==> src/rtl/mqrr_pkg.sv <==
// Shared types and codes of the multi-queue round-robin transmit scheduler.
// No dependencies; every other file but mqrr_ram refers to this package by scoped names.
package mqrr_pkg;

    localparam logic [3:0] HDR_BYTES    = 4'd10;
    localparam logic [3:0] MIN_WIRE_LEN = 4'd14;

    // Config register indexes.
    localparam logic [1:0] REG_ACCEL      = 2'd0;
    localparam logic [1:0] REG_PKT_LIMIT  = 2'd1;
    localparam logic [1:0] REG_BYTE_LIMIT = 2'd2;

    typedef enum logic [2:0] {
        OP_SUBMIT = 3'd0,
        OP_PULL   = 3'd1,
        OP_STATUS = 3'd2,
        OP_DONE   = 3'd3,
        OP_FLUSH  = 3'd4
    } op_t;

    typedef enum logic [1:0] {
        SEND_ACCEPTED = 2'd0,
        SEND_DEFERRED = 2'd1,
        SEND_FAILED   = 2'd2
    } send_t;

    typedef enum logic [2:0] {
        ST_DONE    = 3'd0,
        ST_ENQ     = 3'd1,
        ST_DROP    = 3'd2,
        ST_INVALID = 3'd3,
        ST_OUT     = 3'd4,
        ST_EMPTY   = 3'd5,
        ST_BLOCKED = 3'd6
    } status_t;

    typedef enum logic [2:0] {
        CMD_SUBMIT,
        CMD_PULL,
        CMD_STATUS,
        CMD_DONE,
        CMD_FLUSH,
        CMD_INVALID,
        CMD_BADOP
    } cmd_kind_t;

    typedef enum logic [1:0] {
        BK_IDLE,
        BK_QRD,
        BK_DRD
    } back_state_t;

    typedef struct packed {
        logic [2:0]  op;
        logic [7:0]  queue_index;
        logic [15:0] packet_length;
        logic [15:0] packet_tag;
        logic [1:0]  send_status;
    } in_word_t;

    typedef struct packed {
        logic [2:0]  status;
        logic [5:0]  out_queue;
        logic [16:0] out_length;
        logic [15:0] out_tag;
        logic [31:0] packets_total;
        logic [31:0] dropped_total;
        logic [31:0] invalid_total;
        logic [31:0] flush_dropped_total;
    } out_word_t;

    typedef struct packed {
        cmd_kind_t   kind;
        logic [7:0]  queue_index;
        logic [16:0] stored_len;
        logic [15:0] tag;
        logic [1:0]  send_status;
    } cmd_t;

endpackage

==> src/rtl/mqrr_cmd_fifo.sv <==
// Two-entry command queue between the front end and the back end.
// Depends on mqrr_pkg.
module mqrr_cmd_fifo (
    input  logic           aclk,
    input  logic           aresetn,
    input  logic           push,
    input  mqrr_pkg::cmd_t push_data,
    output logic           full,
    input  logic           pop,
    output logic           not_empty,
    output mqrr_pkg::cmd_t pop_data
);
    mqrr_pkg::cmd_t entry_reg [2];
    logic       wr_ptr_reg, wr_ptr_next;
    logic       rd_ptr_reg, rd_ptr_next;
    logic [1:0] count_reg, count_next;

    assign full      = count_reg == 2'd2;
    assign not_empty = count_reg != 2'd0;
    assign pop_data  = entry_reg[rd_ptr_reg];

    always_comb begin
        wr_ptr_next = push ? ~wr_ptr_reg : wr_ptr_reg;
        rd_ptr_next = pop ? ~rd_ptr_reg : rd_ptr_reg;
        count_next  = count_reg + {1'b0, push} - {1'b0, pop};
    end

    always_ff @(posedge aclk) begin
        if (!aresetn) begin
            wr_ptr_reg <= 1'b0;
            rd_ptr_reg <= 1'b0;
            count_reg  <= 2'd0;
        end else begin
            wr_ptr_reg <= wr_ptr_next;
            rd_ptr_reg <= rd_ptr_next;
            count_reg  <= count_next;
        end
        if (push) begin
            entry_reg[wr_ptr_reg] <= push_data;
        end
    end
endmodule

==> config.mk <==
export PLATFORM = sky130hd
export DESIGN_NAME = mqrr_cmd_fifo
export DESIGN_NICKNAME = d
export VERILOG_FILES = /design/src/rtl/mqrr_pkg.sv /design/src/rtl/mqrr_cmd_fifo.sv
export SDC_FILE = /design/constraint.sdc
export NUM_CORES = 1
export LEC_CHECK = 0
export BUFFER_PORTS_ARGS = -buffer_cell sky130_fd_sc_hd__buf_4
export CORE_MARGIN = 4
export CORE_UTILIZATION = 40
export DETAILED_ROUTE_END_ITERATION = 16
export PLACE_DENSITY_LB_ADDON = 0.3
export SLEW_MARGIN = 10
export SYNTH_ARGS = -nofsm -noshare
export SYNTH_HDL_FRONTEND = slang
export SYNTH_SLANG_ARGS = --single-unit
==> constraint.sdc <==
create_clock -name aclk -period 4.2 [get_ports aclk]
set_input_delay 0.21 -clock aclk [delete_from_list [all_inputs] [get_ports aclk]]
set_output_delay 0.21 -clock aclk [all_outputs]
set_load 0.02 [all_outputs]
==> results of run 1 <==
==> where the power goes <==
part | switching, uW | internal [uW] | leakage, uW
Combinational | 151 | 180 | 0.000873
Sequential | 28.1 | 1120 | 0.000905
Clock | 301 | 330 | 0.000107
==> synthesized netlist by cell type (all sizes together) <==
cell type	instances
and2	4
or2	1
inv	2
mux2	46
edfxtp	92
xnor3	1
xor2	1
nor2b	4
ha	2
dfxtp	5
o21a	1
buf	5
==> layout by cell type, fill, tap and decap left out, drive strengths merged <==
master / count
and2: 4
xor2: 1
clkbuf: 9
bufinv: 2
edfxtp: 92
clkinv: 3
nor2b: 4
or2: 1
inv: 3
xnor3: 1
o21a: 1
ha: 2
mux2: 46
buf: 99
dfxtp: 5
==> worst min path at each step <==
| stage | cells after the start | end | from | slack, ns |
|---|---|---|---|---|
| floorplan | 0 | entry_reg[0][0] | push_data[0] | 0.31 |
| global placement | 1 | entry_reg[0][12] | push_data[12] | 0.40 |
| global route | 1 | entry_reg[0][28] | push_data[28] | 0.01 |
| detailed placement | 1 | entry_reg[1][14] | push_data[14] | 0.40 |
| CTS | 1 | entry_reg[0][21] | push_data[21] | 0.02 |
| finish | 1 | entry_reg[0][28] | push_data[28] | 0.04 |
==> layout make-up <==
cell class | count | area share [%]
Clock buffer | 9 | 2.604
Clock inverter | 6 | 1.736
Inverter | 2 | 0.1578
Multi-Input combinational cell | 60 | 16.75
Sequential cell | 97 | 60.21
Tap cell | 111 | 2.920
Timing Repair Buffer | 99 | 15.62
==> through the flow <==
step                hold WS, ns  power (uW)
global placement         0.3953        1496
finish                  0.04295        2107
CTS                     0.02237        2132
detailed placement       0.3975        1504
floorplan                0.3089        1375
global route            0.01212        2195
==> kinds of logic after synthesis <==
family,Yosys count,synth area share [%]
flip-flops,97,76.34
XOR/XNOR,2,0.8342
buffers and inverters,7,2.636
AO/OA/AOI/OAI,1,0.2003
adder cells (fa/ha/maj),2,0.6672
AND/OR/NAND/NOR,9,1.501
multiplexers,46,17.82
==> per-layer routing <==
metal | track usage (%) | up-vias | part of all wire (%)
li1 | - | 848 | -
met4 | 4.499 | 0 | 0.69
met2 | 18.79 | 61 | 50
met1 | 13.97 | 877 | 44
met5 | 0 | - | 0
met3 | 3.582 | 7 | 5.7
==> flow_metrics.py, run 1 <==
metrics = {
    "status": {
        "status": "finished clean",
    },
    "clock_network": {
        "cts_sinks": 97,
        "postCtsResizedCells": 0,
        "clk_path_buf_depth": 2,
        "cts_tree": "done",
        "clkTransAtPathRegs_ns": 0.09,
        "htreeDepth": 3,
        "clk_latency_ns": 0.35,
        "cts_hold_buf": 0,
        "cts_setup_buffers": 0,
        "cts_made_buffers": 9,
        "cts_root_buf": "clkbuf_8",
    },
    "timing": {
        "tns_ns": 0,
        "relSlewSlack_pct": 23.33,
        "drv_slew": 0,
        "period_share_pct": 59.49,
        "timing.final.ws_setup_ns": 1.702,
        "finalCriticalPeriod_ns": 2.498,
        "max_freq_ghz": 0.4003,
        "finalSetupViolCount": 0,
        "fin_worst_skew_ns": 0.007607,
        "hold_viol_final": 0,
        "worst_pin_slew_ns": 1.150,
        "rsz0062_at_grt": "no",
    },
    "global_routing": {
        "grt_antenna_before_repair": 0,
        "grt_usage_pct": 11.40,
        "overflow": 0,
        "grt_max_degree": 47,
        "grt_pass1_wl_um": 9653,
        "grt_pass1_vias": 1930,
    },
    "floorplan": {
        "die_h_um": 104.8,
        "die_area_um2": 10990,
        "num_rows": 35,
        "initial_core_util_pct": 40.78,
        "die_width_um": 104.8,
        "core-area_um2": 9196,
        "ios": 98,
    },
    "placed_design": {
        "io_buffer_count": 97,
        "pre_cts_slack_ns": 2.038,
        "dp_hpwl_um": 4229,
        "place_inst": 369,
        "place_congestion": 0.6894,
        "place_area_um2": 4551,
    },
    "routing": {
        "num_vias": 1793,
        "final_antenna_net_count": 0,
        "drc_errors": 0,
        "wl_um": 6252,
        "drt-pass1-iter-count": 3,
        "wl_per_cell_um": 16.28,
        "drtIter0Drc": 73,
        "routed_via_density": 4.669,
    },
    "synth": {
        "syn_area_um2": 3750,
        "yosys_register_bits": 97,
        "yosysSeqAreaShare_pct": 76.34,
        "yosysWarnings": 0,
        "yosysTopAreaCell": "edfxtp_1",
        "synth_area_per_cell_um2": 22.86,
        "ys_types": 14,
        "synthesis.nets": 216,
        "yosysTopAreaCellShare_pct": 73.67,
        "synth_area_leaders": "edfxtp_1, mux2_4, dfxtp_1",
        "netlist_instances": 164,
    },
    "worst_setup_path": {
        "cp_num_buf_inv": 2,
        "setup.worst_path.end": "pop_data[0]",
        "rr_worst_depth": 1,
        "r2r_slack_ns": 2.46,
        "cp-end-kind": "primary output",
        "startpoint_type": "register",
        "r2r-end": "entry_reg[1][6]",
        "r2r-start": "wr_ptr_reg",
        "cp_top_family": "flip-flops",
        "path_depth": 3,
        "cp_max_fo": 25,
        "worstPathArrival_ns": 2.29,
        "cp_slowest_cell": "dfxtp_2",
        "cp.required_ns": 3.99,
        "worstPathCellList": "buf_4, mux2_2, buf_4",
        "crit_path_frequent_cell": "buf_4",
        "slowest_delay_ns": 0.89,
        "worstSetupPathType": "register to primary output",
    },
    "power_and_ir_drop": {
        "cellLeakagePower_uw": 0.001885,
        "power_density_nw_per_um2": 443.0,
        "ir_drop_mv": 0.2528,
    },
    "finish": {
        "finalInstanceArea_um2": 4757,
        "drive_gt1_share_pct": 59.71,
        "largest_reg_flops": 92,
        "final_core_util_pct": 51.73,
        "regArea_um2": 2864,
        "flow.area_growth_from_synthesis_pct": 26.86,
        "fin_cells": 384,
        "n_antenna_cell": 0,
        "multi_input_area_um2": 797.0,
        "fin_nets": 321,
        "fill_cells": 763,
    },
    "hold_path": {
        "hp-class": "input port to register",
    },
    "run": {
        "drv_cap": 0,
    },
}
(Power assumes the default switching activity.)
==> run 2: changes to the inputs <==
- clock period: 4.2 -> 2.54 ns (I/O delays scaled with it)
==> flow_metrics.py, run 2 (same netlist as run 1, synthesis figures left out) <==
metrics = {
    "clock_network": {
        "clk_path_buf_depth": 2,
        "cts_setup_buffers": 0,
        "htreeDepth": 3,
        "cts_tree": "done",
        "cts_sinks": 97,
        "cts_root_buf": "clkbuf_8",
        "clkTransAtPathRegs_ns": 0.10,
        "cts_made_buffers": 9,
        "clk_latency_ns": 0.34,
    },
    "finish": {
        "final_common_cell": "buf_4",
        "n_antenna_cell": 0,
        "mostFrequentLayoutCells": "buf_4, edfxtp_1, dlygate4sd3_1, mux2_4, clkbuf_8",
        "final_core_util_pct": 57.47,
        "fin_nets": 370,
        "drive_gt1_share_pct": 51.70,
        "flow.area_growth_from_synthesis_pct": 40.94,
        "largest_reg_flops": 92,
    },
    "power_and_ir_drop": {
        "cellLeakagePower_uw": 0.002095,
        "ir_drop_mv": 0.4104,
        "p_switching_uw": 848.0,
        "swShare_pct": 24.10,
        "fin_total_pwr_uw": 3519,
        "power_frac_comb_pct": 17.8,
        "p_seq_share_pct": 53.5,
        "internal_power_uw": 2671,
        "clock_power_share_pct": 28.6,
        "power_density_nw_per_um2": 665.8,
    },
    "routing": {
        "wl_um": 6737,
        "drc_errors": 0,
        "drtIter0Drc": 73,
        "drt-pass1-iter-count": 4,
        "num_vias": 1988,
        "routed_via_density": 4.581,
        "wl_per_cell_um": 15.52,
        "final_antenna_net_count": 0,
    },
    "placed_design": {
        "io_buffer_count": 97,
        "place_congestion": 0.6591,
        "dp_hpwl_um": 4376,
    },
    "floorplan": {
        "die_width_um": 104.8,
        "initial_core_util_pct": 40.78,
        "num_rows": 35,
        "core-area_um2": 9196,
        "ios": 98,
        "die_h_um": 104.8,
        "die_area_um2": 10990,
    },
    "timing": {
        "finalSetupViolCount": 0,
        "worst_pin_slew_ns": 0.6625,
        "tns_ns": 0,
        "fin_worst_skew_ns": 0.01129,
        "relSlewSlack_pct": 55.74,
        "max_freq_ghz": 0.4876,
        "finalCriticalPeriod_ns": 2.051,
        "drv_slew": 0,
        "hold_viol_final": 0,
        "period_share_pct": 80.75,
        "rsz0062_at_grt": "no",
    },
    "hold_path": {
        "hold_depth": 3,
        "holdCritStartpoint": "pop",
        "hp-class": "input port to register",
    },
    "worst_setup_path": {
        "r2r-end": "entry_reg[0][8]",
        "worstPathArrival_ns": 1.92,
        "cp.required_ns": 2.41,
        "rr_worst_depth": 2,
        "cp-end-kind": "primary output",
        "worstSetupPathType": "register to primary output",
        "cp_max_fo": 16,
        "r2r_slack_ns": 1.06,
        "startpoint_type": "register",
        "r2r-start": "wr_ptr_reg",
    },
    "global_routing": {
        "grt_max_degree": 32,
        "grt_usage_pct": 12.60,
        "grt_antenna_before_repair": 0,
        "grt_pass1_wl_um": 10720,
        "grt_pass1_vias": 2169,
        "overflow": 0,
    },
    "status": {
        "status": "finished clean",
    },
    "run": {
        "drv_cap": 0,
    },
}
-- run 2: stage by stage --
stage / instance area, um^2 / worst slack, ns / hold slack, ns / std cells
final: 5285 / 0.4890 / 0.1094 / 434
after global routing: 5285 / 0.3927 / 0.09940 / 434
after CTS: 5285 / 0.4206 / 0.09226 / 434
after detailed placement: 4603 / 0.8455 / 0.3150 / 371
after global placement: 4603 / 0.8603 / 0.3123 / 371
after floorplan: 3752 / 0.5842 / 0.2259 / 164
-- run 2: cell type report --
cell class	instances	area (um^2)
multi-input cells	60	797.0
repair buffers	148	1266
fillers	679	3911
inverters	2	7.507
clock inverters	7	87.58
well taps	111	138.9
clock buffers	9	123.9
flip-flops and latches	97	2864
-- run 2: critical path, stage by stage (launching register included) --
cell and delay (ns):
dfxtp_2 0.71, buf_4 0.37, mux2_4 0.33, buf_4 0.16
-- run 2: worst max path at each step --
| stage | end | depth (start not counted) | slack, ns | start |
|---|---|---|---|---|
| 2_1_floorplan | entry_reg[0][0] | 1 | 0.58 | wr_ptr_reg |
| 3_3_place_gp | pop_data[20] | 3 | 0.86 | register |
| 3_5_place_dp | pop_data[16] | 3 | 0.85 | register |
| 4_1_cts | pop_data[16] | 3 | 0.42 | register |
| 5_1_grt | pop_data[16] | 3 | 0.39 | register |
| 6_report | pop_data[16] | 3 | 0.49 | register |
-- run 2: per-layer routing --
metal  wire (um)  track usage, %  up-vias  part of all wire (%)
li1            -               -      946                     -
met3         402           3.335       10                   6.0
met5           0               0        -                     0
met4          98           4.499        0                   1.5
met1        2848           15.23      963                    42
met2        3388           21.72       69                    50
-- run 2: power groups by stage --
stage / clock network (uW) / registers (uW) / logic (uW)
2_1_floorplan: 0 / 1900 / 370
3_3_place_gp: 0 / 1920 / 566
3_5_place_dp: 0 / 1920 / 575
4_1_cts: 1050 / 1880 / 637
5_1_grt: 1130 / 1890 / 670
6_report: 1010 / 1880 / 628
-- run 2: what timing repair did --
action                    CTS  global route
hold endpoints to repair   95             0
hold buffers               47             0
gates resized for setup     0             0
==> run 3: changes to the inputs <==
- clock period: 2.54 -> 2.1 ns (I/O delays scaled with it)
==> flow_metrics.py, run 3 (same netlist as run 1, synthesis figures left out) <==
metrics = {
    "floorplan": {
        "die_h_um": 104.8,
        "ios": 98,
        "num_rows": 35,
        "die_width_um": 104.8,
        "core-area_um2": 9196,
        "initial_core_util_pct": 40.78,
        "die_area_um2": 10990,
    },
    "routing": {
        "drt-pass1-iter-count": 4,
        "final_antenna_net_count": 0,
        "drc_errors": 0,
        "drtIter0Drc": 64,
        "num_vias": 1956,
        "routed_via_density": 4.507,
        "wl_per_cell_um": 15.60,
        "wl_um": 6769,
    },
    "worst_setup_path": {
        "startpoint_type": "register",
        "worstPathArrival_ns": 1.57,
        "cp.required_ns": 2.00,
        "cp-end-kind": "primary output",
        "cp_max_fo": 46,
        "worstSetupPathType": "register to primary output",
    },
    "timing": {
        "hold_viol_final": 0,
        "fin_worst_skew_ns": 0.004028,
        "period_share_pct": 79.98,
        "finalSetupViolCount": 0,
        "tns_ns": 0,
        "drv_slew": 0,
        "worst_pin_slew_ns": 0.4829,
        "rsz0062_at_grt": "no",
        "finalCriticalPeriod_ns": 1.680,
        "relSlewSlack_pct": 67.74,
        "max_freq_ghz": 0.5954,
    },
    "status": {
        "status": "finished clean",
    },
    "clock_network": {
        "clk_path_buf_depth": 2,
        "cts_tree": "done",
        "cts_root_buf": "clkbuf_8",
        "htreeDepth": 3,
        "cts_made_buffers": 9,
        "clkTransAtPathRegs_ns": 0.09,
        "clk_latency_ns": 0.34,
        "cts_sinks": 97,
    },
    "finish": {
        "final_core_util_pct": 57.36,
        "drive_gt1_share_pct": 51.70,
        "regArea_um2": 2864,
        "final_common_cell": "buf_4",
        "fill_cells": 672,
        "mostFrequentLayoutCells": "buf_4, edfxtp_1, dlygate4sd3_1, mux2_4, clkbuf_8",
        "flow.area_growth_from_synthesis_pct": 40.67,
        "largest_reg_flops": 92,
        "n_antenna_cell": 0,
        "finalInstanceArea_um2": 5275,
        "multi_input_area_um2": 797.0,
        "fin_nets": 370,
    },
    "global_routing": {
        "grt_pass1_vias": 2079,
        "grt_usage_pct": 12.43,
        "grt_antenna_before_repair": 0,
        "overflow": 0,
        "grt_pass1_wl_um": 10360,
        "grt_max_degree": 47,
    },
    "run": {
        "drv_cap": 0,
    },
    "placed_design": {
        "place_area_um2": 4603,
        "io_buffer_count": 97,
        "place_congestion": 0.6711,
    },
    "power_and_ir_drop": {
        "fin_total_pwr_uw": 4240,
        "power_density_nw_per_um2": 803.7,
        "cellLeakagePower_uw": 0.002101,
        "ir_drop_mv": 0.4506,
    },
    "hold_path": {
        "hp-class": "input port to register",
    },
}
-- run 3: cell types whose count changed in the layout (fill, tap and decap cells not counted), sizes merged --
cell,previous run,this run
clkinv,2,3
clkinvlp,2,0
inv,4,5
-- run 3: power breakdown --
group / switching (uW) / internal (uW)
sequential: 30.9 / 2230
combinational: 349 / 429
clock: 635 / 565
total: 1010 / 3230
-- run 3: final timing paths --
kind	slack (ns)	startpoint	end	depth (start not counted)
min reg2reg	0.58	rd_ptr_reg	register	2
max reg2reg	0.73	wr_ptr_reg	entry_reg[1][35]	2
max	0.42	register	pop_data[1]	3
min	0.09	pop	register	3
-- run 3: cell type report --
class                      instances  share of cell area, %
clock inverter                     7                  1.471
inverter                           2                 0.1423
clock buffer                       9                  2.348
tap                              111                  2.633
multi-input combinational         60                  15.11
sequential                        97                  54.29
timing repair buffer             148                  24.00
-- run 3: stage by stage --
stage	std cells	hold WS, ns	setup WS [ns]
after CTS	434	0.06996	0.3853
after global placement	371	0.2913	0.7215
after floorplan	164	0.2039	0.1442
after detailed placement	371	0.2938	0.7055
after global routing	434	0.08852	0.3641
final	434	0.08874	0.4203
-- run 3: layer usage --
| layer | track usage, % | part of all wire (%) |
|---|---|---|
| met1 | 15.44 | 44 |
| met2 | 20.67 | 49 |
| met3 | 3.088 | 5.6 |
| met4 | 5.342 | 1.5 |
| met5 | 0 | 0 |
-- run 3: what timing repair did --
item / 4_1_cts / 5_1_grt
gates resized for setup: 0 / 0
buffers inserted: 0 / 0
hold endpoints to repair: 97 / 0
hold buffers: 47 / 0
-- run 3: worst max-delay path, stage by stage, from the launching register on --
cell and delay (ns):
dfxtp_2 0.35, buf_12 0.31, mux2_2 0.39, buf_4 0.16
