===== src/rtl/mqrr_pkg.sv =====
// Shared types and codes of the multi-queue round-robin transmit scheduler.
// No dependencies; every other file but mqrr_ram refers to this package by scoped names.
package mqrr_pkg;

    localparam logic [3:0] HDR_BYTES    = 4'd10;
    localparam logic [3:0] MIN_WIRE_LEN = 4'd14;

    // Config register indexes.
    localparam logic [1:0] REG_ACCEL      = 2'd0;
    localparam logic [1:0] REG_PKT_LIMIT  = 2'd1;
    localparam logic [1:0] REG_BYTE_LIMIT = 2'd2;

    typedef enum logic [2:0] {
        OP_SUBMIT = 3'd0,
        OP_PULL   = 3'd1,
        OP_STATUS = 3'd2,
        OP_DONE   = 3'd3,
        OP_FLUSH  = 3'd4
    } op_t;

    typedef enum logic [1:0] {
        SEND_ACCEPTED = 2'd0,
        SEND_DEFERRED = 2'd1,
        SEND_FAILED   = 2'd2
    } send_t;

    typedef enum logic [2:0] {
        ST_DONE    = 3'd0,
        ST_ENQ     = 3'd1,
        ST_DROP    = 3'd2,
        ST_INVALID = 3'd3,
        ST_OUT     = 3'd4,
        ST_EMPTY   = 3'd5,
        ST_BLOCKED = 3'd6
    } status_t;

    typedef enum logic [2:0] {
        CMD_SUBMIT,
        CMD_PULL,
        CMD_STATUS,
        CMD_DONE,
        CMD_FLUSH,
        CMD_INVALID,
        CMD_BADOP
    } cmd_kind_t;

    typedef enum logic [1:0] {
        BK_IDLE,
        BK_QRD,
        BK_DRD
    } back_state_t;

    typedef struct packed {
        logic [2:0]  op;
        logic [7:0]  queue_index;
        logic [15:0] packet_length;
        logic [15:0] packet_tag;
        logic [1:0]  send_status;
    } in_word_t;

    typedef struct packed {
        logic [2:0]  status;
        logic [5:0]  out_queue;
        logic [16:0] out_length;
        logic [15:0] out_tag;
        logic [31:0] packets_total;
        logic [31:0] dropped_total;
        logic [31:0] invalid_total;
        logic [31:0] flush_dropped_total;
    } out_word_t;

    typedef struct packed {
        cmd_kind_t   kind;
        logic [7:0]  queue_index;
        logic [16:0] stored_len;
        logic [15:0] tag;
        logic [1:0]  send_status;
    } cmd_t;

endpackage


===== src/rtl/mqrr_front.sv =====
// Front end: checks and classifies an incoming word into a command.
// Depends on mqrr_pkg.
module mqrr_front #(
    parameter int NUM_QUEUES = 64
) (
    input  logic               accelerated_mode,
    input  mqrr_pkg::in_word_t in_word,
    output mqrr_pkg::cmd_t     cmd
);
    logic bad_index;
    logic bad_len;

    assign bad_index = {1'b0, in_word.queue_index} >= 9'(NUM_QUEUES);
    assign bad_len   = in_word.packet_length < 16'(mqrr_pkg::MIN_WIRE_LEN);

    always_comb begin
        cmd.queue_index = in_word.queue_index;
        cmd.tag         = in_word.packet_tag;
        cmd.send_status = in_word.send_status;
        cmd.stored_len  = {1'b0, in_word.packet_length}
                        + (accelerated_mode ? 17'(mqrr_pkg::HDR_BYTES) : 17'd0);
        unique case (mqrr_pkg::op_t'(in_word.op))
            mqrr_pkg::OP_SUBMIT: begin
                cmd.kind = (bad_index || bad_len) ? mqrr_pkg::CMD_INVALID
                                                  : mqrr_pkg::CMD_SUBMIT;
            end
            mqrr_pkg::OP_PULL:   cmd.kind = mqrr_pkg::CMD_PULL;
            mqrr_pkg::OP_STATUS: cmd.kind = mqrr_pkg::CMD_STATUS;
            mqrr_pkg::OP_DONE:   cmd.kind = mqrr_pkg::CMD_DONE;
            mqrr_pkg::OP_FLUSH:  cmd.kind = mqrr_pkg::CMD_FLUSH;
            default:             cmd.kind = mqrr_pkg::CMD_BADOP;
        endcase
    end
endmodule


===== config.mk =====
export PLATFORM = sky130hd
export DESIGN_NAME = mqrr_front
export DESIGN_NICKNAME = d
export VERILOG_FILES = /design/src/rtl/mqrr_pkg.sv /design/src/rtl/mqrr_front.sv
export SDC_FILE = /design/constraint.sdc
export NUM_CORES = 1
export LEC_CHECK = 0
export BUFFER_PORTS_ARGS = -buffer_cell sky130_fd_sc_hd__buf_2
export CORE_UTILIZATION = 33
export DETAILED_ROUTE_END_ITERATION = 16
export PLACE_DENSITY = 0.91
export SYNTH_ARGS = -nofsm -noshare
export SYNTH_HDL_FRONTEND = slang
export SYNTH_SLANG_ARGS = --single-unit

===== constraint.sdc =====
create_clock -name vclk -period 5.94
set_input_delay 1.485 -clock vclk [all_inputs]
set_output_delay 1.485 -clock vclk [all_outputs]
set_load 0.01 [all_outputs]

==> impl_metrics.sql, run 1 <==
INSERT INTO impl_metrics (metric_group, metric, value, unit) VALUES
('worst_setup_path', 'crit_path_cell_trace', 'buf_2 -> ha_1 -> a31oi_1 -> nor3b_1 -> xor2_1 -> buf_2', ''),
('power_and_ir_drop', 'leakagePower', '0.0003159', 'uW'),
('worst_setup_path', 'timing.critical_path.to_type', 'primary output', ''),
('synth', 'ys.warnings.count', '0', ''),
('worst_setup_path', 'critical-path-max-stage-delay', '0.58', 'ns'),
('sta', 'grt_setup_unrepaired', 'false', ''),
('global_route', 'grt_remaining_overflow', '0', ''),
('route', 'dr.first_iter.drc_count', '11', ''),
('sta', 'worst-slew-pin-transition', '0.7094', 'ns'),
('sta', 'final.period_utilization', '75.19', '%'),
('placed_design', 'detailedPlacementHpwl', '1.310', 'mm'),
('global_route', 'grtUsageMet1', '14.88', '%'),
('synth', 'synthDistinctLibCells', '24', ''),
('run', 'max_cap_violations', '0', ''),
('worst_setup_path', 'cp.arrival', '2.98', 'ns'),
('layout', 'final.clkbuf_count', '0', ''),
('floorplanning', 'chipHeight', '44.40', 'um'),
('synth', 'synth.net_count', '129', ''),
('global_route', 'grt_pass1_vias', '495', ''),
('worst_setup_path', 'timing.critical_path.required', '4.45', 'ns'),
('layout', 'layout.area.seq', '0', 'sq um'),
('worst_setup_path', 'timing.critical_path.fanout_max', '7', ''),
('global_route', 'grtUsageMet2', '27.94', '%'),
('sta', 'hold_ws', '2.970', 'ns'),
('power_and_ir_drop', 'max-vdd-ir-drop', '0.02847', 'mV'),
('synth', 'syn_area', '593.1', 'sq um'),
('global_route', 'layer_carrying_the_most_global_route_usage', 'met2', ''),
('sta', 'number_of_pins_exceeding_their_max_slew_limit_in_the_final_report', '0', ''),
('route', 'routed_wire_length', '1.466', 'mm'),
('sta', 'setup_violations', '0', ''),
('worst_setup_path', 'start_kind', 'primary input', ''),
('status', 'run_status', 'completed', ''),
('worst_setup_path', 'criticalPathCategory', 'primary input to primary output', ''),
('route', 'drc', '0', ''),
('global_route', 'global_route.usage.total', '13.56', '%'),
('synth', 'synth_area_per_cell', '7.413', 'sq um'),
('synth', 'yosys-top-cells-area', 'buf_4 34%, xor2_1 15%, nor4_1 7.4%, ha_1 6.3%, xnor2_1 4.4%', ''),
('floorplanning', 'starting_utilization_of_the_core_area', '37.21', '%'),
('sta', 'slew_headroom', '52.48', '%'),
('synth', 'synth_top_cell_area_share', '34.18', '%'),
('layout', 'final_cell_count_no_fill', '119', ''),
('route', 'antenna_violating_nets_post_route', '0', ''),
('sta', 'totalNegativeSetupSlack', '0', 'ns'),
('clock_tree', 'post_cts_resized', '0', ''),
('power_and_ir_drop', 'p_total', '44.21', 'uW'),
('sta', 'fmaxAchievable', '223.9', 'MHz'),
('sta', 'timing.final.crit_period', '4.466', 'ns'),
('clock_tree', 'cts_hold_buffers_added', '0', ''),
('layout', 'final_layout_size_suffix_gt1_share', '48.42', '%'),
('floorplanning', 'core_region_area', '1594', 'sq um'),
('worst_setup_path', 'slowest_stage', 'a31oi_1', ''),
('route', 'routed-via-count', '595', ''),
('synth', 'synthCells', '80', ''),
('global_route', 'grt_util_met3', '1.224', '%'),
('route', 'wl_per_cell', '12.32', 'um'),
('layout', 'n_sequential_cell', '0', ''),
('power_and_ir_drop', 'power_per_cell_area', '70.10', 'nW/um^2'),
('route', 'detailedRoute.firstPassIterationCount', '4', ''),
('floorplanning', 'top_level_ports', '92', ''),
('layout', 'final_net_count', '146', ''),
('global_route', 'grt_antenna_before_repair', '0', ''),
('synth', 'synth-seq-area-share', '0', '%'),
('layout', 'total_inserted_antenna_cells', '0', ''),
('hold_path', 'min_path_type', 'primary input to primary output', ''),
('synth', 'yosys.area.top_type', 'buf_4', ''),
('worst_setup_path', 'critPathMostFrequentCell', 'buf_2', ''),
('placed_design', 'portBuffers', '42', ''),
('placed_design', 'place.detailed.instances', '119', ''),
('clock_tree', 'postCtsSetupBuffers', '0', ''),
('worst_setup_path', 'critPathTopFamily', 'compound AO/OA/AOI/OAI gates', ''),
('layout', 'post_route_utilization', '39.56', '%'),
('placed_design', 'place_congestion', '0.7366', ''),
('worst_setup_path', 'cp.buffers_inverters', '2', ''),
('floorplanning', 'die-area', '1971', 'sq um'),
('route', 'detail_route.vias_per_cell', '5.000', ''),
('sta', 'timing.final.hold_violations', '0', ''),
('floorplanning', 'die_width', '44.40', 'um'),
('layout', 'layout-area-overhead-vs-synth', '6.329', '%'),
('global_route', 'grt_pass1_wl', '2.159', 'mm'),
('floorplanning', 'core.rowCount', '14', ''),
('global_route', 'grt_max_degree', '11', '');
-- layout make-up --
cell class / count / area, sq um
fillers: 178 / 963.4
multi-input cells: 50 / 379.1
repair buffers: 42 / 210.2
well taps: 24 / 30.03
inverters: 3 / 11.26
-- layer usage --
layer	up-vias	wire length, um
met5	-	0
met4	0	8
met3	4	145
met2	42	828
met1	262	484
li1	287	-
-- worst paths after layout --
| check | slack [ns] | to | cells past startpoint | start |
|---|---|---|---|---|
| max | 1.47 | cmd[26] | 6 | accelerated_mode |
| min | 2.97 | cmd[0] | 0 | in_word[0] |
-- kinds of logic (layout without fill, tap and decap cells) --
logic type                 Yosys count  count (layout)  share of synthesized area (%)
AOI/OAI and AO/OA                    6               6                          7.385
adders and majority gates            3               3                          6.330
xor gates and xnor gates            13              13                          19.20
buffers and inverters               30              45                          36.08
and+or+nand+nor                     28              28                          31.01
-- where the power goes --
part | internal (uW) | total (uW) | switching [uW]
clock network | 0 | 0 | 0
registers | 0 | 0 | 0
logic | 19.2 | 44.2 | 25.0
total | 19.2 | 44.2 | 25.0
-- stage by stage --
step | worst slack [ns] | cell area, sq um
finish | 1.474 | 630.6
global route | 1.352 | 630.6
CTS | 1.457 | 630.6
detailed placement | 1.467 | 630.6
global placement | 1.537 | 630.6
floorplan | 1.842 | 593.1
-- cells in the mapped netlist (all sizes together) (2+ instances only) --
cell / n
inv: 3
nor4: 7
nand2: 3
xnor2: 3
xor2: 10
nand4: 3
ha: 3
nor3: 4
buf: 27
nand3: 4
nor2: 2
-- placed cells by master (no fill, tap or decap) --
cell type and n:
a21o_1 1, a21oi_1 1, a221oi_1 1, a31oi_1 1, a41oi_1 1, and3_1 1
buf_2 42, ha_1 3, inv_1 3, nand2_1 3, nand3_1 3, nand3_2 1
nand4_1 2, nand4_4 1, nor2_1 2, nor3_1 4, nor3b_1 1, nor4_1 7
nor4b_2 1, o31ai_1 1, or2_2 1, or2b_1 1, xnor2_1 3, xor2_1 10
No activity file was read; power rests on OpenSTA's default activity.
==> run 2, diff against run 1 <==
- CORE_UTILIZATION: 33 -> 28
- PLACE_DENSITY: 0.91 -> 0.82
- clock period: 5.94 -> 4.08 ns (I/O delays scaled with it)
==> run 2 against run 1 <==
  * Sequential cell count unchanged
  * Core utilization is 7.2 points lower
  * Hold slack got worse by 0.93 ns
  * Non-clock buffer count increased by 1
  * Global-route usage down 2.4 points
  * Setup slack worse by 0.76 ns
  * Largest cell class unchanged
==> impl_metrics.sql, run 2 (synthesis results as in run 1) <==
INSERT INTO impl_metrics (metric_group, metric, value, unit) VALUES
('power_and_ir_drop', 'p_total', '65.55', 'uW'),
('floorplanning', 'chipHeight', '48.02', 'um'),
('layout', 'layout_commonest_cell', 'buf_2', ''),
('layout', 'layout-area-overhead-vs-synth', '8.228', '%'),
('sta', 'worst-slew-pin-transition', '0.4627', 'ns'),
('placed_design', 'place_congestion', '0.6889', ''),
('global_route', 'layer_carrying_the_most_global_route_usage', 'met2', ''),
('floorplanning', 'starting_utilization_of_the_core_area', '29.92', '%'),
('status', 'run_status', 'completed', ''),
('worst_setup_path', 'timing.critical_path.required', '3.06', 'ns'),
('sta', 'totalNegativeSetupSlack', '0', 'ns'),
('route', 'detail_route.vias_per_cell', '4.829', ''),
('route', 'routed-via-count', '594', ''),
('global_route', 'global_route.usage.total', '11.15', '%'),
('worst_setup_path', 'criticalPathCategory', 'primary input to primary output', ''),
('layout', 'final_layout_size_suffix_gt1_share', '48.96', '%'),
('worst_setup_path', 'critPathTopFamily', 'adder cells', ''),
('route', 'drc', '0', ''),
('worst_setup_path', 'slowest_stage', 'a21oi_1', ''),
('layout', 'total_inserted_antenna_cells', '0', ''),
('route', 'wl_per_cell', '11.17', 'um'),
('worst_setup_path', 'cp.buffers_inverters', '2', ''),
('route', 'detailedRoute.firstPassIterationCount', '2', ''),
('worst_setup_path', 'cp.arrival', '2.34', 'ns'),
('global_route', 'grtUsageMet2', '22.43', '%'),
('layout', 'most-common-layout-cells', '42 x buf_2, 10 x xor2_1, 7 x nor4_1, 4 x nor3_1', ''),
('global_route', 'grt_antenna_before_repair', '0', ''),
('clock_tree', 'post_cts_resized', '0', ''),
('floorplanning', 'core.rowCount', '16', ''),
('global_route', 'grt_max_degree', '11', ''),
('clock_tree', 'cts_hold_buffers_added', '0', ''),
('floorplanning', 'die_width', '48.02', 'um'),
('sta', 'setup_violations', '0', ''),
('floorplanning', 'core_region_area', '1982', 'sq um'),
('sta', 'hold_ws', '2.040', 'ns'),
('clock_tree', 'postCtsSetupBuffers', '0', ''),
('layout', 'final_net_count', '147', ''),
('worst_setup_path', 'start_kind', 'primary input', ''),
('layout', 'layout.area.seq', '0', 'sq um'),
('worst_setup_path', 'timing.critical_path.to_type', 'primary output', ''),
('global_route', 'grt_pass1_wl', '1.925', 'mm'),
('layout', 'n_sequential_cell', '0', ''),
('worst_setup_path', 'timing.critical_path.depth', '7', ''),
('power_and_ir_drop', 'max-vdd-ir-drop', '0.03458', 'mV'),
('sta', 'timing.final.hold_violations', '0', ''),
('global_route', 'grtUsageMet1', '11.65', '%'),
('sta', 'final.period_utilization', '82.46', '%'),
('placed_design', 'detailedPlacementHpwl', '1.242', 'mm'),
('layout', 'final.clkbuf_count', '0', ''),
('global_route', 'grt_remaining_overflow', '0', ''),
('sta', 'number_of_pins_exceeding_their_max_slew_limit_in_the_final_report', '0', ''),
('sta', 'grt_setup_unrepaired', 'false', ''),
('floorplanning', 'die-area', '2306', 'sq um'),
('route', 'routed_wire_length', '1.374', 'mm'),
('hold_path', 'min_path_type', 'primary input to primary output', ''),
('worst_setup_path', 'crit_path_cell_trace', 'buf_2 -> ha_1 -> ha_1 -> a21oi_1 -> or2b_1 -> xnor2_1 -> buf_2', ''),
('global_route', 'grt_pass1_vias', '497', ''),
('layout', 'post_route_utilization', '32.39', '%'),
('worst_setup_path', 'critical-path-max-stage-delay', '0.38', 'ns'),
('sta', 'fmaxAchievable', '297.3', 'MHz'),
('power_and_ir_drop', 'leakagePower', '0.0003204', 'uW'),
('run', 'max_cap_violations', '0', ''),
('route', 'antenna_violating_nets_post_route', '0', ''),
('sta', 'timing.final.crit_period', '3.364', 'ns'),
('power_and_ir_drop', 'power_per_cell_area', '102.1', 'nW/um^2'),
('placed_design', 'portBuffers', '42', ''),
('floorplanning', 'top_level_ports', '92', ''),
('route', 'dr.first_iter.drc_count', '2', ''),
('worst_setup_path', 'timing.critical_path.fanout_max', '6', ''),
('global_route', 'grt_util_met3', '1.509', '%'),
('sta', 'slew_headroom', '68.87', '%'),
('hold_path', 'cell_depth_of_the_worst_min_delay_path', '0', '');
run 2: cell types whose count changed in the layout (fill, tap and decap cells not counted):
cell   previous run  this run
buf_4             0         1
run 2: area by class of cell:
cell class | count | area, sq um
timing repair buffer | 43 | 217.7
multi-input combinational | 50 | 379.1
tap | 27 | 33.78
inverter | 3 | 11.26
fill | 226 | 1340
run 2: through the flow:
stage	setup slack [ns]	cells	instance area, sq um
2_1_floorplan	0.9122	80	593.1
3_3_place_gp	0.7163	123	641.9
3_5_place_dp	0.7011	123	641.9
4_1_cts	0.7042	123	641.9
5_1_grt	0.5635	123	641.9
6_report	0.7158	123	641.9
run 2: final timing paths:
check                        start       to  slack [ns]
setup / recovery  accelerated_mode  cmd[23]        0.72
hold / removal         in_word[12]  cmd[12]        2.04
run 2: metal layers:
metal | routed length [um] | vias up
met3 | 141 | 8
met2 | 665 | 37
met4 | 20 | 0
met1 | 546 | 258
met5 | 0 | -
li1 | - | 291
run 2: where the power goes:
| group | switching (uW) | internal (uW) | leakage (uW) |
|---|---|---|---|
| sequential | 0 | 0 | 0 |
| combinational | 36.6 | 29.0 | 0.000320 |
| clock | 0 | 0 | 0 |
| total | 36.6 | 29.0 | 0.000320 |
==> run 3, diff against run 2 <==
- clock period: 4.08 -> 2.9 ns (I/O delays scaled with it)
==> run 3 against run 2 <==
  * Sequential share of layout area stayed put
  * First-iteration DRC count increased to 4.5 times the previous value
  * Die area did not move
  * Core utilization increased by 0.38 points
  * Sequential cell count did not move
  * Largest cell class unchanged
==> impl_metrics.sql, run 3 (synthesis results as in run 1) <==
INSERT INTO impl_metrics (metric_group, metric, value, unit) VALUES
('status', 'run_status', 'completed', ''),
('worst_setup_path', 'timing.critical_path.fanout_max', '7', ''),
('sta', 'setup_violations', '0', ''),
('worst_setup_path', 'slowest_stage', 'ha_1', ''),
('route', 'drc', '0', ''),
('layout', 'total_inserted_antenna_cells', '0', ''),
('route', 'top_layer_used', 'met4', ''),
('clock_tree', 'post_cts_resized', '0', ''),
('worst_setup_path', 'timing.critical_path.to_type', 'primary output', ''),
('worst_setup_path', 'criticalPathCategory', 'primary input to primary output', ''),
('route', 'wl_per_cell', '10.98', 'um'),
('layout', 'layout_commonest_cell', 'buf_2', ''),
('route', 'routed_wire_length', '1.362', 'mm'),
('floorplanning', 'die_width', '48.02', 'um'),
('sta', 'hold_ws', '1.450', 'ns'),
('power_and_ir_drop', 'p_int', '41.86', 'uW'),
('power_and_ir_drop', 'switching_power', '51.34', 'uW'),
('route', 'dr.first_iter.drc_count', '9', ''),
('global_route', 'global_route.usage.total', '11.15', '%'),
('sta', 'number_of_pins_exceeding_their_max_slew_limit_in_the_final_report', '0', ''),
('layout', 'final_net_count', '148', ''),
('worst_setup_path', 'critical-path-max-stage-delay', '0.32', 'ns'),
('worst_setup_path', 'start_kind', 'primary input', ''),
('layout', 'n_sequential_cell', '0', ''),
('layout', 'post_route_utilization', '32.77', '%'),
('floorplanning', 'core.rowCount', '16', ''),
('power_and_ir_drop', 'max-vdd-ir-drop', '0.06089', 'mV'),
('layout', 'final.clkbuf_count', '0', ''),
('route', 'detailedRoute.firstPassIterationCount', '4', ''),
('route', 'routed-via-count', '594', ''),
('sta', 'timing.final.hold_violations', '0', ''),
('floorplanning', 'chipHeight', '48.02', 'um'),
('layout', 'n_fill_cell', '222', ''),
('worst_setup_path', 'crit_path_cell_trace', 'buf_2 -> ha_1 -> a31oi_1 -> buf_4 -> nor4_1 -> xor2_1 -> buf_2', ''),
('power_and_ir_drop', 'clk_network_pwr_share', '0', '%'),
('global_route', 'grt_remaining_overflow', '0', ''),
('sta', 'worst-slew-pin-transition', '0.4732', 'ns'),
('route', 'wl_met1', '546', 'um'),
('route', 'route.met2.wl', '649', 'um'),
('route', 'wl_met3', '146', 'um'),
('layout', 'most-common-layout-cells', '42 x buf_2, 10 x xor2_1, 7 x nor4_1, 4 x nor3_1', ''),
('layout', 'layout-area-overhead-vs-synth', '9.494', '%'),
('clock_tree', 'postCtsSetupBuffers', '0', ''),
('sta', 'timing.final.crit_period', '2.742', 'ns'),
('worst_setup_path', 'critPathMostFrequentCell', 'buf_2', ''),
('power_and_ir_drop', 'p_comb_share', '100.0', '%'),
('power_and_ir_drop', 'p_sw_share', '55.09', '%'),
('global_route', 'grt_max_degree', '11', ''),
('floorplanning', 'starting_utilization_of_the_core_area', '29.92', '%'),
('power_and_ir_drop', 'power.share.sequential', '0', '%'),
('layout', 'final_layout_size_suffix_gt1_share', '49.48', '%'),
('sta', 'final.period_utilization', '94.54', '%'),
('sta', 'slew_headroom', '68.16', '%'),
('sta', 'totalNegativeSetupSlack', '0', 'ns'),
('layout', 'layout.area.seq', '0', 'sq um'),
('sta', 'grt_setup_unrepaired', 'false', ''),
('worst_setup_path', 'cp.arrival', '2.02', 'ns'),
('route', 'detail_route.vias_per_cell', '4.790', ''),
('placed_design', 'portBuffers', '42', ''),
('hold_path', 'min_path_type', 'primary input to primary output', ''),
('floorplanning', 'die-area', '2306', 'sq um'),
('global_route', 'grt_pass1_vias', '515', ''),
('sta', 'fmaxAchievable', '364.7', 'MHz'),
('placed_design', 'detailedPlacementHpwl', '1.213', 'mm'),
('floorplanning', 'top_level_ports', '92', ''),
('global_route', 'grt_pass1_wl', '1.932', 'mm'),
('run', 'max_cap_violations', '0', ''),
('global_route', 'grt_antenna_before_repair', '0', ''),
('layout', 'multiInputGateArea', '379.1', 'sq um'),
('placed_design', 'place_congestion', '0.6837', ''),
('power_and_ir_drop', 'leakagePower', '0.0003250', 'uW'),
('worst_setup_path', 'timing.critical_path.required', '2.17', 'ns'),
('route', 'antenna_violating_nets_post_route', '0', ''),
('floorplanning', 'core_region_area', '1982', 'sq um'),
('power_and_ir_drop', 'power_per_cell_area', '143.5', 'nW/um^2'),
('clock_tree', 'cts_hold_buffers_added', '0', '');
==> run 3: routing by layer <==
layer / GRT usage (%) / vias up
met5: 0 / -
met4: 3.333 / 0
met3: 1.509 / 8
met2: 22.43 / 39
met1: 11.65 / 255
li1: - / 292
==> run 3: critical path, delay by kind of cell <==
family	cells	cell delay, ns
buf+inv	3	0.43
fa+ha+maj	1	0.32
simple gates	1	0.28
xor+xnor	1	0.16
compound gates	1	0.10
==> run 3: cell type report <==
type	count	share of cell area (%)
repair buffers	44	34.68
well taps	27	5.202
multi-input cells	50	58.38
inverters	3	1.734
==> run 3: worst paths after layout <==
check                             from  cells after the start       to  slack [ns]
worst min-delay path       in_word[12]                      0  cmd[12]        1.45
worst max-delay path  accelerated_mode                      7  cmd[30]        0.16
==> run 3: stage by stage <==
step,std cells,setup WS [ns],cell area [sq um],total power (uW)
floorplan,80,0.3222,593.1,79.91
global placement,124,0.1867,649.4,92.57
detailed placement,124,0.1497,649.4,94.19
CTS,124,0.1505,649.4,94.41
global route,124,0.02927,649.4,103.8
finish,124,0.1583,649.4,93.20
==> run 3: power by group through the flow <==
stage	Sequential [uW]	Combinational [uW]	Clock, uW
3_3_place_gp	0	92.6	0
5_1_grt	0	104	0
6_report	0	93.2	0
4_1_cts	0	94.4	0
3_5_place_dp	0	94.2	0
2_1_floorplan	0	79.9	0
